==> src/hdl/fvr_pkg.sv <==
// Package for the V/f frequency ramp stabilizer: shared constants, the
// configuration and result structs, and fixed-point helper functions.
// Used by every module of the block; depends on nothing.
`timescale 1ns / 1ps
`default_nettype none

package fvr_pkg;

    // Default number of fraction bits of the signed fixed-point format.
    localparam int FRAC_BITS_DEF = 28;

    // Port widths.
    localparam int IDX_W     = 3;
    localparam int CFG_W     = 32;
    localparam int S_TDATA_W = 72;
    localparam int M_TDATA_W = 64;

    // Shared multiplier operand and product widths.
    localparam int OP_W   = 33;
    localparam int PROD_W = 2 * OP_W;

    // Register indexes on the configuration port.
    typedef enum logic [IDX_W-1:0] {
        REG_RAMP_STEP         = 3'd0,
        REG_BOOST_VOLTAGE     = 3'd1,
        REG_VOLTS_PER_HERTZ   = 3'd2,
        REG_HPF_INPUT_GAIN    = 3'd3,
        REG_HPF_FEEDBACK_GAIN = 3'd4,
        REG_DAMPING_GAIN      = 3'd5,
        REG_DAMPING_MIN       = 3'd6,
        REG_DAMPING_MAX       = 3'd7
    } reg_idx_t;

    // Run direction codes; the remaining code holds the ramp.
    typedef enum logic [1:0] {
        DIR_STOP = 2'b00,
        DIR_FWD  = 2'b01,
        DIR_REV  = 2'b11
    } dir_t;

    // Reset codes in Q4.28, rescaled at elaboration to the chosen format.
    localparam longint RST_RAMP_STEP         = 64'sd1611;
    localparam longint RST_BOOST_VOLTAGE     = 64'sd15498658;
    localparam longint RST_VOLTS_PER_HERTZ   = 64'sd268435456;
    localparam longint RST_HPF_INPUT_GAIN    = 64'sd268330083;
    localparam longint RST_HPF_FEEDBACK_GAIN = 64'sd266754114;
    localparam longint RST_DAMPING_GAIN      = 64'sd268435;
    localparam longint RST_DAMPING_MIN       = -64'sd13421773;
    localparam longint RST_DAMPING_MAX       = 64'sd13421773;

    // Configuration register set.
    typedef struct packed {
        logic [30:0]        ramp_step;
        logic [28:0]        boost_voltage;
        logic [30:0]        volts_per_hertz;
        logic [30:0]        hpf_input_gain;
        logic [30:0]        hpf_feedback_gain;
        logic [30:0]        damping_gain;
        logic signed [31:0] damping_min;
        logic signed [31:0] damping_max;
    } cfg_t;

    // One result item.
    typedef struct packed {
        logic signed [31:0] freq_reference;
        logic signed [29:0] volt_amplitude;
        logic               output_enable;
    } res_t;

    // Rescale a Q4.28 code to frac fraction bits, truncating toward zero.
    function automatic longint from_q28(longint v, int frac);
        int d;
        d = frac - 28;
        if (d >= 0) begin
            return v <<< d;
        end else if (v < 0) begin
            return -((-v) >>> (-d));
        end else begin
            return v >>> (-d);
        end
    endfunction

    // Saturate a wide signed value to 32-bit signed.
    function automatic logic signed [31:0] sat32(logic signed [67:0] x);
        logic signed [67:0] max_v;
        logic signed [67:0] min_v;
        max_v = 68'sd2147483647;
        min_v = -68'sd2147483648;
        if (x > max_v) begin
            return 32'sh7FFF_FFFF;
        end else if (x < min_v) begin
            return 32'sh8000_0000;
        end else begin
            return x[31:0];
        end
    endfunction

endpackage

`default_nettype wire

==> src/hdl/fvr_mul.sv <==
// Shared signed multiplier with a registered product.
// Depends on fvr_pkg for the operand and product widths.
`timescale 1ns / 1ps
`default_nettype none

module fvr_mul
    import fvr_pkg::*;
(
    input  wire logic                     aclk,
    input  wire logic signed [OP_W-1:0]   op_a,
    input  wire logic signed [OP_W-1:0]   op_b,
    output logic signed [PROD_W-1:0]      prod
);

    logic signed [PROD_W-1:0] prod_reg;
    logic signed [PROD_W-1:0] prod_next;

    // Full-width signed product of the two operands.
    assign prod_next = PROD_W'(op_a) * PROD_W'(op_b);

    // The product is registered before any further use.
    always_ff @(posedge aclk) begin
        prod_reg <= prod_next;
    end

    assign prod = prod_reg;

endmodule

`default_nettype wire

==> src/hdl/fvr_core.sv <==
// Sequencer and datapath of the V/f ramp stabilizer: ramp, high-pass filter,
// damping clamp and voltage amplitude, all products through one multiplier.
// Depends on fvr_pkg and fvr_mul.
`timescale 1ns / 1ps
`default_nettype none

module fvr_core
    import fvr_pkg::*;
#(
    parameter int FRAC_BITS = FRAC_BITS_DEF
) (
    input  wire logic               aclk,
    input  wire logic               aresetn,
    input  wire cfg_t               cfg,
    input  wire logic               in_valid,
    output logic                    in_ready,
    input  wire logic [1:0]         in_dir,
    input  wire logic signed [31:0] in_cmd,
    input  wire logic signed [31:0] in_cur,
    output logic                    res_valid,
    input  wire logic               res_take,
    output res_t                    res
);

    localparam logic signed [33:0] ONE   = 34'(64'sd1 <<< FRAC_BITS);
    localparam logic signed [67:0] ONE_W = 68'(64'sd1 <<< FRAC_BITS);

    typedef enum logic [3:0] {
        S_IDLE,
        S_RAMP,
        S_M1,
        S_M2,
        S_HPF,
        S_M3,
        S_STAB,
        S_FREF,
        S_M4,
        S_SLOPE,
        S_M5,
        S_VOLT,
        S_DONE
    } state_t;

    state_t                   state_reg;
    logic [1:0]               dir_reg;
    logic signed [31:0]       cmd_reg;
    logic signed [31:0]       cur_reg;
    logic signed [31:0]       f_reg;
    logic signed [32:0]       diff_reg;
    logic signed [31:0]       prev_cur_reg;
    logic signed [31:0]       prev_out_reg;
    logic signed [PROD_W-1:0] acc_reg;
    logic signed [31:0]       stab_reg;
    logic signed [31:0]       fref_reg;
    logic                     pos_reg;
    logic signed [31:0]       slope_reg;
    logic signed [29:0]       volt_reg;

    logic signed [OP_W-1:0]   op_a;
    logic signed [OP_W-1:0]   op_b;
    logic signed [PROD_W-1:0] prod;
    logic signed [PROD_W-1:0] prod_sh;

    logic signed [33:0]       f_w;
    logic signed [33:0]       step_w;
    logic signed [33:0]       cmd_w;
    logic signed [33:0]       ncmd_w;
    logic signed [33:0]       ramp_w;
    logic signed [31:0]       f_next;
    logic signed [32:0]       diff_next;

    logic signed [31:0]       hpf_next;
    logic signed [31:0]       stab_raw;
    logic signed [32:0]       stab_sgn;
    logic signed [32:0]       stab_lo;
    logic signed [32:0]       stab_hi;
    logic signed [31:0]       fref_next;
    logic signed [31:0]       slope_next;
    logic signed [32:0]       one_m_boost;
    logic signed [32:0]       boost_m_one;
    logic signed [67:0]       boost_w;
    logic signed [67:0]       volt_lin;
    logic signed [67:0]       volt_sel;
    logic signed [67:0]       volt_clip;
    logic                     absf_ok;

    // Shared multiplier.
    fvr_mul u_mul (
        .aclk (aclk),
        .op_a (op_a),
        .op_b (op_b),
        .prod (prod)
    );

    // Arithmetic shift rounds the product toward minus infinity.
    assign prod_sh = prod >>> FRAC_BITS;

    // Ramp of the kept frequency toward zero or the signed command.
    assign f_w    = 34'(f_reg);
    assign step_w = signed'({3'b000, cfg.ramp_step});
    assign cmd_w  = 34'(cmd_reg);
    assign ncmd_w = -cmd_w;

    always_comb begin
        case (dir_t'(dir_reg))
            DIR_STOP: begin
                if (f_w > step_w) begin
                    ramp_w = f_w - step_w;
                end else if (f_w < -step_w) begin
                    ramp_w = f_w + step_w;
                end else begin
                    ramp_w = '0;
                end
            end
            DIR_FWD: begin
                if (f_w <= cmd_w) begin
                    ramp_w = f_w + step_w;
                end else if (cmd_w <= f_w - step_w) begin
                    ramp_w = f_w - step_w;
                end else begin
                    ramp_w = f_w;
                end
            end
            DIR_REV: begin
                if (ncmd_w <= f_w) begin
                    ramp_w = f_w - step_w;
                end else if (f_w + step_w <= ncmd_w) begin
                    ramp_w = f_w + step_w;
                end else begin
                    ramp_w = f_w;
                end
            end
            default: begin
                ramp_w = f_w;
            end
        endcase
    end

    assign f_next    = sat32(68'(ramp_w));
    assign diff_next = 33'(cur_reg) - 33'(prev_cur_reg);

    // Filter output: sum of the two stored products.
    assign hpf_next = sat32(68'(prod_sh) + 68'(acc_reg));

    // Damping term: sign of the frequency, then lower and upper clamp.
    assign stab_raw = sat32(68'(prod_sh));
    assign stab_sgn = (f_reg < 0) ? -33'(stab_raw) : 33'(stab_raw);
    assign stab_lo  = (stab_sgn < 33'(cfg.damping_min)) ? 33'(cfg.damping_min) : stab_sgn;
    assign stab_hi  = (stab_lo > 33'(cfg.damping_max)) ? 33'(cfg.damping_max) : stab_lo;

    assign fref_next = sat32(68'(f_reg) - 68'(stab_reg));

    // Voltage slope and amplitude.
    assign one_m_boost = 33'(ONE) - signed'({4'b0000, cfg.boost_voltage});
    assign boost_m_one = signed'({4'b0000, cfg.boost_voltage}) - 33'(ONE);
    assign slope_next  = sat32(68'(prod_sh));
    assign boost_w     = 68'(signed'({1'b0, cfg.boost_voltage}));
    assign absf_ok     = (f_w <= ONE) && (f_w >= -ONE);
    assign volt_lin    = pos_reg ? (68'(prod_sh) + boost_w) : (68'(prod_sh) - boost_w);

    always_comb begin
        if (absf_ok) begin
            volt_sel = volt_lin;
        end else begin
            volt_sel = pos_reg ? ONE_W : -ONE_W;
        end
        if (volt_sel < -ONE_W) begin
            volt_clip = -ONE_W;
        end else if (volt_sel > ONE_W) begin
            volt_clip = ONE_W;
        end else begin
            volt_clip = volt_sel;
        end
    end

    // Multiplier operand selection per step.
    always_comb begin
        case (state_reg)
            S_M1: begin
                op_a = signed'({2'b00, cfg.hpf_input_gain});
                op_b = diff_reg;
            end
            S_M2: begin
                op_a = signed'({2'b00, cfg.hpf_feedback_gain});
                op_b = 33'(prev_out_reg);
            end
            S_M3: begin
                op_a = signed'({2'b00, cfg.damping_gain});
                op_b = 33'(prev_out_reg);
            end
            S_M4: begin
                op_a = signed'({2'b00, cfg.volts_per_hertz});
                op_b = pos_reg ? one_m_boost : boost_m_one;
            end
            S_M5: begin
                op_a = 33'(slope_reg);
                op_b = pos_reg ? 33'(fref_reg) : -33'(fref_reg);
            end
            default: begin
                op_a = '0;
                op_b = '0;
            end
        endcase
    end

    // Sequencer with its state and stored values.
    always_ff @(posedge aclk) begin
        if (!aresetn) begin
            state_reg    <= S_IDLE;
            f_reg        <= '0;
            prev_cur_reg <= '0;
            prev_out_reg <= '0;
        end else begin
            case (state_reg)
                S_IDLE: begin
                    if (in_valid) begin
                        dir_reg   <= in_dir;
                        cmd_reg   <= in_cmd;
                        cur_reg   <= in_cur;
                        state_reg <= S_RAMP;
                    end
                end
                S_RAMP: begin
                    f_reg     <= f_next;
                    diff_reg  <= diff_next;
                    state_reg <= S_M1;
                end
                S_M1: begin
                    state_reg <= S_M2;
                end
                S_M2: begin
                    acc_reg   <= prod_sh;
                    state_reg <= S_HPF;
                end
                S_HPF: begin
                    prev_out_reg <= hpf_next;
                    prev_cur_reg <= cur_reg;
                    state_reg    <= S_M3;
                end
                S_M3: begin
                    state_reg <= S_STAB;
                end
                S_STAB: begin
                    stab_reg  <= stab_hi[31:0];
                    state_reg <= S_FREF;
                end
                S_FREF: begin
                    fref_reg  <= fref_next;
                    pos_reg   <= (fref_next > 0);
                    state_reg <= S_M4;
                end
                S_M4: begin
                    state_reg <= S_SLOPE;
                end
                S_SLOPE: begin
                    slope_reg <= slope_next;
                    state_reg <= S_M5;
                end
                S_M5: begin
                    state_reg <= S_VOLT;
                end
                S_VOLT: begin
                    volt_reg  <= volt_clip[29:0];
                    state_reg <= S_DONE;
                end
                S_DONE: begin
                    if (res_take) begin
                        state_reg <= S_IDLE;
                    end
                end
                default: begin
                    state_reg <= S_IDLE;
                end
            endcase
        end
    end

    assign in_ready                 = (state_reg == S_IDLE);
    assign res_valid                = (state_reg == S_DONE);
    assign res.freq_reference       = fref_reg;
    assign res.volt_amplitude       = volt_reg;
    assign res.output_enable        = (f_reg != 0);

endmodule

`default_nettype wire

==> config.mk <==
export PLATFORM = sky130hd
export DESIGN_NAME = fvr_core
export DESIGN_NICKNAME = d
export VERILOG_FILES = /design/src/hdl/fvr_pkg.sv /design/src/hdl/fvr_mul.sv /design/src/hdl/fvr_core.sv
export SDC_FILE = /design/constraint.sdc
export NUM_CORES = 2
export LEC_CHECK = 0
export ABC_AREA = 1
export BUFFER_PORTS_ARGS = -buffer_cell sky130_fd_sc_hd__buf_4
export CORE_MARGIN = 8
export CORE_UTILIZATION = 46
export CTS_CLUSTER_DIAMETER = 80
export DETAILED_ROUTE_END_ITERATION = 7
export PLACE_DENSITY_LB_ADDON = 0.25
export SLEW_MARGIN = 25
export SYNTH_ARGS = -nofsm -noshare
export SYNTH_HDL_FRONTEND = slang
export SYNTH_SLANG_ARGS = --single-unit
==> constraint.sdc <==
create_clock -name aclk -period 9 [get_ports aclk]
set_input_delay 1.8 -clock aclk [delete_from_list [all_inputs] [get_ports aclk]]
set_output_delay 1.8 -clock aclk [all_outputs]
set_load 0.02 [all_outputs]
Word-level counts from Yosys, hierarchy flattened
Index checks and enable logic that the tools add are counted.

word-level totals
  bits in registers = 430
  bits of input ports = 318
  output and inout bits = 65
  logic and storage cells = 111

cells by class
  $add $sub $neg = 13
  $mul = 1
  $lt $le $gt $ge = 22
  eq/ne operators = 16
  multiplexer cells = 29
  reductions and logical operators = 14

operators with widths
  kind                                                          number
  2-to-1 mux 32 bit                                             9
  2-to-1 mux 34 bit                                             6
  2-to-1 mux 68 bit                                             3
  one-hot mux 33 bit (5 select lines)                           1
  2-to-1 mux 33 bit                                             4
  one-hot mux 33 bit (4 select lines)                           1
  one-hot mux 34 bit (3 select lines)                           1
  subtractor 32 x 32 -> 33 bit                                  3
  > comparator 68 x 30 -> 1 bit, second input constant          1
  less-than comparator 68 x 29 -> 1 bit, second input constant  1
  multiplier 33 x 33 -> 66 bit                                  1
  negator 32 -> 33 bit                                          2
  one-hot mux 4 bit (13 select lines)                           1
  adder 38 x 30 -> 39 bit                                       1
  adder 38 x 38 -> 39 bit                                       1
  > comparator 39 x 32 -> 1 bit, second input constant          1
  less-than comparator 39 x 32 -> 1 bit, second input constant  1
  subtractor 38 x 30 -> 39 bit                                  1
  > comparator 38 x 32 -> 1 bit, second input constant          1
  less-than comparator 38 x 32 -> 1 bit, second input constant  1
  > comparator 34 x 32 -> 1 bit, second input constant          1
  <= comparator 34 x 32 -> 1 bit                                1
  <= comparator 34 bit                                          1
  less-than comparator 32 x 34 -> 1 bit                         1
  other kinds (34)                                              50

Logic depth before layout (Yosys ltp)
  depth in word-level cells = 9
  gate-level depth with buffers = 47
  depth with buffers taken out = 47

Modules after synthesis
A second synthesis with hierarchy kept.

second synthesis, totals
  cells, all modules = 11751
  area, all modules = 84252.1 um^2

modules (own cells, without submodules)
  module    instances  cells an instance  area each (um^2)  seq. area each (um^2)
  fvr_mul   1          5483               43020.0           1321.3
  fvr_core  1          6268               41232.0           9929.5

Worst setup path after synthesis
No wires, ideal clock.

  kind = input port to flip-flop
  start point = in cfg[188] in the netlist's numbering
  end point = reg u_mul.prod_reg[64] (netlist: u_mul.prod[64])
  library setup time = 0.112 ns
  arrival time = 9.630 ns
  required time = 8.888 ns
  slack = -0.743 ns
  stages on the path = 38
  path buffers = 0
  cells stage by stage = inv_2 ha_1 nand3_1 nor2_1 nand2_1 nor2_2 inv_2 nor2_1 nand3_1 nor2_1 nand2_1 nor2_1 xor2_1 a211oi_1 nor2_4 nor2_1 inv_1 fa_1 [... 2 more ...] fa_1 inv_1 fa_1 inv_1 fa_1 fa_1 fa_1 inv_1 fa_1 inv_1 ha_1 inv_1 nor3_1 nand3_1 o311ai_0 a21oi_1 nand3_1 nand2_1

on the way
  cells in the longest elaborated chain, start to end = 4
  elaborated cells on any way between the ends = 5
  those cells by class = 2 x add/sub; 1 x mul; 2 x mux

RTL lines
  item                                                    RTL line                          RTL
  from (decl)                                             fvr_core.sv:14                    input wire cfg_t cfg,
  subtractor 29 x 29 -> 30 bit, on equally long branches  fvr_core.sv:155, fvr_core.sv:154
  2-to-1 mux 33 bit (*)                                   fvr_core.sv:193                   op_b = pos_reg ? one_m_boost : boost_m_one;
  one-hot mux 33 bit (4 select lines) (*)                 fvr_core.sv:178                   case (state_reg)
  multiplier 33 x 33 -> 66 bit (*)                        fvr_mul.sv:19                     assign prod_next = PROD_W'(op_a) * PROD_W'(op_b);
  net u_mul.prod_next[64]                                 fvr_mul.sv:16                     logic signed [PROD_W-1:0] prod_next;
  to (signal assigned)                                    fvr_mul.sv:23                     prod_reg <= prod_next;
  to (decl)                                               fvr_mul.sv:15                     logic signed [PROD_W-1:0] prod_reg;

Mark *: on every way through the listed nets, which the timed path passes. The rest lies on a longest branch.
A chain may end at the register's enable or synchronous reset.

Worst setup path in the final report
  start point = in cfg[189] in the netlist's numbering
  end point = reg u_mul.prod_reg[51] (netlist: u_mul.prod[51])

Same word-level chain as after synthesis.

==> flow_metrics.env <==
export IMPL_status="finished with violations"
export IMPL_violations="negative setup slack"
export IMPL_peakVddDrop_uv=154
export IMPL_clk_pin_slew_ns=0.06
export IMPL_tightest_slew_ns=1.06
export IMPL_num_vias=81300
export IMPL_synth_yosys_seq_area_share_pct=13.3
export IMPL_post_dp_hpwl_um=297000
export IMPL_wl_met2_um=157000
export IMPL_layout_setup_ws_ns=-0.471
export IMPL_grt_pass1_vias=82100
export IMPL_grt_usage_pct=36.4
export IMPL_final_min_clock_period_ns=9.47
export IMPL_post_drt_via_cell_ratio=5.57
export IMPL_place_gp_congestion=1.08
export IMPL_antenna_found_initial=13
export IMPL_synth_main_ff_cell="edfxtp_1"
export IMPL_syn_mean_instance_area_um2=7.26
export IMPL_final_cells=14600
export IMPL_p_per_area_nw_per_um2=102
export IMPL_coreArea_um2=174000
export IMPL_ant_nets=0
export IMPL_cp_start_kind="primary input"
export IMPL_min_to="prev_cur_reg[13]"
export IMPL_cts_sinks=402
export IMPL_portBuffers=382
export IMPL_syn_area_um2=80600
export IMPL_rsz0062_at_grt="yes"
export IMPL_r2r_end="u_mul.prod[51]"
export IMPL_synth_xor_area_share_pct=2.66
export IMPL_drcViolationCount=0
export IMPL_cp_arrival_ns=10.05
export IMPL_hold_depth=2
export IMPL_dpl_worst_slack_ns=-1.43
export IMPL_rows=153
export IMPL_grt_overflow_total=0
export IMPL_cts_root_buf="clkbuf_16"
export IMPL_end_kind="register"
export IMPL_grt_pass1_wl_um=522000
export IMPL_reg2reg_depth=40
export IMPL_synth_async_sr_flop_share_pct=0
export IMPL_fin_crit_sh_pct=105
export IMPL_nFillCells=16200
export IMPL_p_total_mw=10.2
export IMPL_grt_max_degree=99
export IMPL_cts_tree="yes"
export IMPL_finalHoldViolCount=0
export IMPL_cp_slowest_cell="fa_2"
export IMPL_slew_headroom_pct=28.9
export IMPL_maxCapViolCount=0
export IMPL_layout_common_cells="nand2_1 (2614), inv_1 (2232), buf_4 (1196)"
export IMPL_start_util_pct=46.3
export IMPL_ys_warn_count=0
export IMPL_clk_latency_ns=0.69
export IMPL_synth_seq_cells=402
export IMPL_drive_gt1_share_pct=18.5
export IMPL_highest_layer="met5"
export IMPL_setup_violations=38
export IMPL_die_width_um=435
export IMPL_hp_start="prev_cur_reg[13]"
export IMPL_placed_area_um2=93500
export IMPL_wl_met3_um=34800
export IMPL_reg2reg_setup_slack_ns=-0.16
export IMPL_path_class="primary input to register"
export IMPL_synth_mux_area_share_pct=0
export IMPL_synthToLayoutAreaGrowth_pct=23.8
export IMPL_required_ns=9.58
export IMPL_crit_top_cell="fa_1"
export IMPL_synthAdderAreaFrac_pct=38.1
export IMPL_fmax_mhz=106
export IMPL_p_leak_nw=51.4
export IMPL_max_clock_path_buffers=3
export IMPL_fin_hold_ws_ns=0.460
export IMPL_dp_cells=14300
export IMPL_cts_htree_levels=2
export IMPL_critPathMaxStageDelay_ns=0.64
export IMPL_synth_top_family_by_area="adder cells"
export IMPL_wirelength_um=357000
export IMPL_final_common_cell="nand2_1"
export IMPL_cts_buffers=50
export IMPL_synth_cell_types=70
export IMPL_netlist_instances=11100
export IMPL_cp_top_family="adder cells"
export IMPL_fin_util_pct=57.4
export IMPL_stdcell_area_um2=99800
export IMPL_crit_fanout=5
export IMPL_routedWlPerCell_um=24.4
export IMPL_synth_simple_area_share_pct=22.8
export IMPL_first_pass_iters=8
export IMPL_min_path_type="register to register"
export IMPL_fp_dieArea_um2=189000
export IMPL_chipHeight_um=435
export IMPL_critPathBufInv=12
export IMPL_nets=14300
export IMPL_synth_edf_count=264
export IMPL_tns_ns=-12.04
export IMPL_synth_nets=13200
export IMPL_first_iter_violations=8697
export IMPL_regToRegStartpoint="fref_reg[0]"
export IMPL_synth_compound_area_share_pct=10.2
export IMPL_report_final_slew_viol_count=0
export IMPL_io_pins=383
export IMPL_wl_met1_um=138000
export IMPL_fin_skew_ns=0.0381
==> per-layer routing <==
layer,track usage [%],vias to the layer above
met4,20.5,6
li1,-,36600
met3,7.56,1056
met1,46.7,39500
met5,0,-
met2,57.2,4177
==> area by class of cell <==
cell class	count	area, um2	share of cell area, %
repair inverters	3	18.8	0.0188
flip-flops and latches	402	10700	10.7
inverters	2396	9110	9.13
repair buffers	1402	12700	12.8
multi-input cells	7969	62600	62.7
clock inverters	31	315	0.316
clock buffers	63	1360	1.37
well taps	2325	2910	2.91
diodes	11	27.5	0.0276
==> worst min-delay path, stage by stage (launching register included) <==
cell and delay [ns]:
dfxtp_1 0.30, inv_1 0.06, a21oi_1 0.06
==> power by group <==
group          switching, mW  total (mW)  internal (mW)
clock network          0.952        2.13           1.18
registers              0.179        2.31           2.13
logic                   3.91        5.78           1.86
total                   5.05        10.2           5.17
==> Yosys cell counts, drive strengths merged, types with 12 or more instances <==
library cell | instances | area share (%)
a211oi | 12 | 0.11
a21boi | 14 | 0.13
a21o | 28 | 0.26
a21oi | 633 | 3.9
a221oi | 28 | 0.30
a22o | 31 | 0.34
a22oi | 28 | 0.26
a31oi | 28 | 0.22
and2 | 17 | 0.13
buf | 134 | 0.90
clkbuf | 215 | 1.0
dfxtp | 138 | 3.4
edfxtp | 264 | 9.8
fa | 1127 | 28
ha | 650 | 10
inv | 2386 | 11
nand2 | 2733 | 13
nand3 | 415 | 2.6
nand3b | 13 | 0.13
nand4 | 120 | 0.94
nor2 | 989 | 4.7
nor3 | 107 | 0.78
nor4 | 44 | 0.39
o211ai | 25 | 0.25
o21a | 31 | 0.29
o21ai | 537 | 3.3
o21bai | 36 | 0.34
or2 | 27 | 0.21
xnor2 | 47 | 0.51
xor2 | 198 | 2.2
==> cells by family after synthesis <==
family,count (synthesis)
AO/OA/AOI/OAI,1470
buffers and inverters,2745
AND/OR/NAND/NOR,4477
adder cells (fa/ha/maj),1777
XOR/XNOR,245
flip-flops,402
==> how the worst max path moves through the flow <==
stage / startpoint / end / slack, ns / depth (start not counted)
after floorplan: cfg[189] / u_mul.prod[51] / -0.24 / 37
final: cfg[189] / u_mul.prod[51] / -0.47 / 44
after detailed placement: cfg[189] / u_mul.prod[37] / -1.43 / 45
after global placement: cfg[189] / u_mul.prod[37] / -1.38 / 43
after global routing: cfg[189] / u_mul.prod[58] / -0.74 / 44
after CTS: cfg[189] / u_mul.prod[51] / -0.39 / 44
==> repair_timing <==
action,CTS,global route
buffers inserted,111,50
endpoints found under the setup margin,38,63
hold buffers,0,0
cloned,10,8
gates resized for setup,630,212
pin swaps,309,193
No activity file was read; power rests on OpenSTA's default activity.
